==> src/wacl_ram.sv <==
// generic single-port-write, single-port-read ram with registered read
// no dependencies
`default_nettype none

module wacl_ram #(
	parameter int WIDTH = 8,
	parameter int DEPTH = 16
) (
	input  wire logic                                    clk,
	input  wire logic                                    we,
	input  wire logic [(DEPTH > 1 ? $clog2(DEPTH) : 1)-1:0] waddr,
	input  wire logic [WIDTH-1:0]                        wdata,
	input  wire logic                                    re,
	input  wire logic [(DEPTH > 1 ? $clog2(DEPTH) : 1)-1:0] raddr,
	output logic      [WIDTH-1:0]                        rdata
);

	logic [WIDTH-1:0] mem_q [0:DEPTH-1];
	logic [WIDTH-1:0] rdata_q;

	always_ff @(posedge clk) begin
		if (we) begin
			mem_q[waddr] <= wdata;
		end
		if (re) begin
			rdata_q <= mem_q[raddr];
		end
	end

	assign rdata = rdata_q;

endmodule

`default_nettype wire

==> config.mk <==
export PLATFORM = sky130hd
export DESIGN_NAME = wacl_ram
export DESIGN_NICKNAME = d
export VERILOG_FILES = /design/src/wacl_ram.sv
export SDC_FILE = /design/constraint.sdc
export NUM_CORES = 1
export LEC_CHECK = 0
export BUFFER_PORTS_ARGS = -buffer_cell sky130_fd_sc_hd__buf_2
export CORE_MARGIN = 4
export CORE_UTILIZATION = 55
export DETAILED_ROUTE_END_ITERATION = 10
export HOLD_SLACK_MARGIN = 0.1
export PLACE_DENSITY = 0.75
export SKIP_CTS_REPAIR_TIMING = 1
export SYNTH_ARGS = -nofsm -noshare
export SYNTH_HDL_FRONTEND = slang
export SYNTH_SLANG_ARGS = --single-unit
==> constraint.sdc <==
create_clock -name clk -period 3.5 [get_ports clk]
set_clock_uncertainty 0.2 [all_clocks]
set_input_delay 0.525 -clock clk [delete_from_list [all_inputs] [get_ports clk]]
set_output_delay 0.525 -clock clk [all_outputs]
set_load 0.02 [all_outputs]
==> metrics.cfg, run 1 <==
[status]
status = completed

[cts]
path_clk_slew_ns = 0.06
cts_buffers = 17
clockBufferDepth = 2
cts.sinks = 136
cts-root-buf = clkbuf_8
htreeDepth = 4
clkLatencyLatePin_ns = 0.51
cts_tree = done

[die]
io_pins = 27
die_x_um = 105.5
die_h_um = 105.5
dieArea_um2 = 11130
core_area_um2 = 9240
num_rows = 35
start_util_pct = 56.57

[placed_design]
hpwl_mm = 6.035
port_buffers = 26
post-place-cells = 382
gp_congestion = 0.7316

[global_routing]
grt_max_degree = 33
grt_pass1_wl_mm = 14.93
grt_antenna_before_repair = 0
track_usage_pct = 18.90
grt_pass1_vias = 2516
overflow = 0

[power]
peakVddDrop_mv = 0.2489
intPower_mw = 2.906
power_density_nw_per_um2 = 599.1
p_leak_nw = 2.018
p_comb_share_pct = 4.6
switching_share_pct = 19.72
switchingPower_uw = 713.8
p_clk_share_pct = 44.4
p_seq_share_pct = 51.0

[synth]
syn-cell-area_um2 = 5228
syn_nets = 248
ys_warn_count = 0
synth_cell_types = 18
synth.avg_cell_area_um2 = 22.83
yosysSeqAreaShare_pct = 78.12
synth-seq-cells = 136
synthCells = 229

[setup_path]
cp-startpoint = raddr[0]
crit_path_end_kind = register
crit_cells = 5
critPathRequiredTime_ns = 3.55
crit_family = buffers and inverters
crit_path_start_kind = input port
regToRegSetupSlack_ns = 1.82
endpoint = rdata[3]
cp.arrival_ns = 2.10
worstSetupPathType = in -> reg
slowest_stage = mux4_1
r2r-start = mem_q[1][2]
r2r_end = rdata[2]
worstPathCellList = buf_2, buf_12, mux4_1, a22oi_1, nand2_1
cp_max_fo = 19
reg2regPathDepth = 3
cp_num_buf_inv = 2
max_stage_delay_ns = 0.59

[routing]
vias = 2412
vias_per_cell = 5.826
ant_nets = 0
routed_wl_mm = 9.724
drtIter0Drc = 187
wl_per_cell_um = 23.49
drc = 0
firstDrtPassIters = 4

[job]
drv_cap = 0

[cells_and_area]
fill_cells = 595
stdcell_count = 414
drive_gt1_share_pct = 27.37
area_growth_pct = 15.58
mostFrequentLayoutCell = edfxtp_1
mostFrequentLayoutCells = edfxtp_1, buf_2, mux4_2
fin_nets = 291
diodes = 0

[sta]
slew_headroom_pct = 37.13
drv_slew = 0
hold_violations = 0
rsz0062_at_grt = no
fin_crit_sh_pct = 58.65
worstMarginPinSlew_ns = 0.9395
period_needed_ns = 2.053
fmax_mhz = 487.1
tns_ns = 0
finalSetupViolations = 0

[hold_path]
hold_class = in -> reg

==> final cells by class <==
type                       instances  area, um^2  area share [%]
tap                              129       161.4           2.671
sequential                       136        4084           67.59
clock buffer                      22       432.9           7.165
clock inverter                    10       103.9           1.719
multi-input combinational         83        1057           17.50
timing repair buffer              34       202.7           3.355
==> routing by layer <==
layer	share of wire [%]	track usage, %	vias up
li1	-	-	1072
met4	1.2	7.771	0
met1	45	28.08	1261
met5	0	0	-
met3	4.2	3.246	10
met2	50	28.28	69
==> flip-flops by register name (all words and copies together), names as in the netlist <==
signal  cells
mem_q     128
rdata       8
==> worst min path at each step <==
| stage | startpoint | end | depth (start not counted) |
|---|---|---|---|
| 2_1_floorplan | wdata[0] | mem_q[0][0] | 0 |
| 4_1_cts | wdata[7] | mem_q[7][7] | 1 |
| 5_1_grt | re | rdata[7] | 1 |
| 6_report | wdata[1] | mem_q[12][1] | 1 |
| 3_5_place_dp | mem_q[15][0] | rdata[0] | 3 |
| 3_3_place_gp | mem_q[11][2] | rdata[2] | 3 |
==> worst reg2reg max path, delay by kind of cell, from the launching register on <==
family,cells,cell delay [ns]
muxes,1,0.50
DFF,1,0.35
AOI/OAI and AO/OA,1,0.29
and+or+nand+nor,1,0.08
==> through the flow <==
step	total power, mW	cell area [um^2]	setup slack, ns	utilization, %	hold WS, ns
6_report	3.620	6042	1.447	65.39	0.2033
5_1_grt	3.735	6042	1.316	65.39	0.1990
4_1_cts	3.644	6042	1.405	65.39	0.1934
3_5_place_dp	2.050	5505	0.8875	59.58	0.5439
3_3_place_gp	2.043	5505	0.9032	59.58	0.5333
2_1_floorplan	1.979	5228	1.282	-	0.4239
==> Yosys cell counts <==
| master | count | area, um^2 |
|---|---|---|
| edfxtp_1 | 136 | 4084 |
| nand2b_1 | 2 | 12.51 |
| nand2_1 | 9 | 33.78 |
| clkdlybuf4s25_2 | 3 | 30.03 |
| nand3_1 | 1 | 5.000 |
| buf_2 | 3 | 15.01 |
| and2b_1 | 1 | 7.510 |
| buf_4 | 1 | 7.510 |
| mux4_2 | 18 | 405.4 |
| nand3b_1 | 2 | 15.01 |
| nor2_1 | 13 | 48.80 |
| or3b_2 | 1 | 8.760 |
| mux4_1 | 14 | 367.9 |
| a22oi_1 | 16 | 120.1 |
| nor3_1 | 4 | 20.02 |
| nor2b_1 | 1 | 6.260 |
| buf_6 | 3 | 33.78 |
| and2_1 | 1 | 6.260 |
==> power groups by stage <==
stage | clock network (mW) | registers, mW | logic [mW]
after floorplan | 0 | 1.89 | 0.0926
after global placement | 0 | 1.88 | 0.165
after detailed placement | 0 | 1.88 | 0.170
after CTS | 1.63 | 1.85 | 0.171
after global routing | 1.70 | 1.85 | 0.184
final | 1.61 | 1.85 | 0.168
==> cell families (layout without fill, tap and decap cells) <==
logic type	count (synthesis)	count (layout)	share of synthesized area, %
buffers and inverters	10	66	1.651
AO/OA/AOI/OAI	16	16	2.298
AND/OR/NAND/NOR	35	35	3.136
multiplexers	32	32	14.79
flip-flops	136	136	78.12
No activity file was read; power rests on OpenSTA's default activity.
==> run 2: changes to the inputs <==
- clock period: 3.5 -> 1.9 ns (I/O delays scaled with it)
==> run 2 against run 1 <==
  * Global-route usage grew 1.3 points
  * Sequential cell count is the same
  * Non-clock buffer count grew 27
  * Sequential share of layout area shrank 3.4 points
  * Core utilization grew 3.4 points
  * First-iteration DRC count grew 16%
  * Cell area grew 5.2%
  * Total power grew 94%
  * Combinational power grew 110%
  * Critical path depth shrank 2
  * Setup slack lost 1.3 ns
==> metrics.cfg, run 2 (synthesis results as in run 1) <==
[cts]
cts-root-buf = clkbuf_8
clockBufferDepth = 2  ; unchanged
cts_buffers = 17  ; unchanged
htreeDepth = 4  ; unchanged
path_clk_slew_ns = 0.06  ; about the same
cts.sinks = 136  ; unchanged
clkLatencyLatePin_ns = 0.52  ; about the same
cts_tree = done

[power]
peakVddDrop_mv = 0.4899  ; +97%
p_total_mw = 7.027  ; +94%
power_density_nw_per_um2 = 1105  ; +84%
p_leak_nw = 2.178  ; +7.9%

[routing]
vias = 2565  ; +6.3%
firstDrtPassIters = 5  ; +1
top_layer = met4
ant_nets = 0  ; unchanged
drc = 0  ; unchanged
met3WireLength_um = 846  ; +110%
wl_met2_mm = 4.979  ; +2.8%
vias_per_cell = 5.830  ; about the same
drtIter0Drc = 217  ; +16%
routed_wl_mm = 10.29  ; +5.8%
wl_met1_mm = 4.314  ; -0.80%
wl_per_cell_um = 23.38  ; -0.46%

[cells_and_area]
drive_gt1_share_pct = 31.83  ; +4.5 points
mostFrequentLayoutCells = edfxtp_1, buf_2, buf_4
area_growth_pct = 21.64
final_core_util_pct = 68.82  ; +3.4 points
finalInstanceArea_um2 = 6359  ; +5.2%
fin_nets = 318  ; +9.3%
largest_reg_flops = 128  ; unchanged
mostFrequentLayoutCell = edfxtp_1
regMostFlops = mem_q
diodes = 0  ; unchanged
stdcell_count = 440  ; +6.3%

[sta]
worstMarginPinSlew_ns = 0.4122  ; -0.5273 ns
drv_slew = 0  ; unchanged
rsz0062_at_grt = no
slew_headroom_pct = 72.52  ; +35 points
fin_crit_sh_pct = 89.82
fmax_mhz = 586.0
hold_violations = 0  ; unchanged
finalSetupViolations = 0  ; unchanged
period_needed_ns = 1.707

[hold_path]
min_from = waddr[0]
hold_class = in -> reg

[setup_path]
cp-startpoint = mem_q[11][6]
r2r_end = rdata[6]
regToRegSetupSlack_ns = 0.19  ; -1.63 ns
cp_max_fo = 1  ; -18
crit_path_start_kind = register
critPathRequiredTime_ns = 1.96  ; -1.59 ns
worstSetupPathType = reg -> reg
endpoint = rdata[6]
r2r-start = mem_q[11][6]
crit_path_end_kind = register
reg2regPathDepth = 3  ; unchanged
cp.arrival_ns = 1.77  ; -0.33 ns

[die]
dieArea_um2 = 11130  ; unchanged
io_pins = 27  ; unchanged
num_rows = 35  ; unchanged
start_util_pct = 56.57  ; unchanged
core_area_um2 = 9240  ; unchanged
die_x_um = 105.5  ; unchanged
die_h_um = 105.5  ; unchanged

[placed_design]
port_buffers = 26  ; unchanged
dpl_cell_area_um2 = 5670  ; +3.0%
post-place-cells = 400  ; +4.7%
gp_congestion = 0.7561  ; +3.3%
hpwl_mm = 6.275  ; +4.0%

[global_routing]
grt_max_degree = 33  ; unchanged
grt_antenna_before_repair = 0  ; unchanged
grt_pass1_vias = 2571  ; +2.2%
track_usage_pct = 20.17  ; +1.3 points
grt_pass1_wl_mm = 15.71  ; +5.2%
overflow = 0  ; unchanged

[job]
drv_cap = 0  ; unchanged

[status]
status = completed

==> run 2: worst max-delay path, stage by stage (launching register included) <==
cell,delay [ns]
edfxtp_1,0.39
mux4_2,0.48
a22oi_1,0.30
nand2_1,0.08
==> run 2: worst min path at each step <==
stage	cells after the start	end	slack, ns
after floorplan	0	mem_q[0][0]	0.18
after global placement	1	mem_q[6][2]	0.47
after detailed placement	1	rdata[5]	0.48
after CTS	1	mem_q[1][2]	-0.07
after global routing	3	mem_q[0][2]	0.13
final	3	mem_q[0][2]	0.13
==> run 2: cell type report <==
class                      count  area [um^2]
clock buffer                  18        417.9
sequential                   136         4084
multi-input combinational     83         1062
fill                         542         2882
timing repair buffer          61        452.9
tap                          129        161.4
clock inverter                13        180.2
==> run 2: metrics by stage <==
stage | setup WS [ns] | setup TNS (ns) | hold slack [ns]
after global routing | 0.1012 | 0 | 0.1257
after global placement | -0.1141 | -0.3666 | 0.4651
after CTS | 0.1974 | 0 | -0.07328
final | 0.1934 | 0 | 0.1335
after detailed placement | -0.1319 | -0.5711 | 0.4784
after floorplan | 0.1326 | 0 | 0.1839
==> run 2: power by group <==
group / leakage [nW] / switching (mW) / internal (mW)
clock network: 0.280 / 1.16 / 2.11
registers: 1.24 / 0.0210 / 3.38
logic: 0.662 / 0.196 / 0.155
total: 2.18 / 1.38 / 5.65
==> run 2: metal layers <==
| layer | track usage (%) | vias up |
|---|---|---|
| met5 | 0 | - |
| met3 | 6.920 | 12 |
| met4 | 8.048 | 0 |
| met2 | 30.56 | 115 |
| met1 | 27.26 | 1313 |
| li1 | - | 1125 |
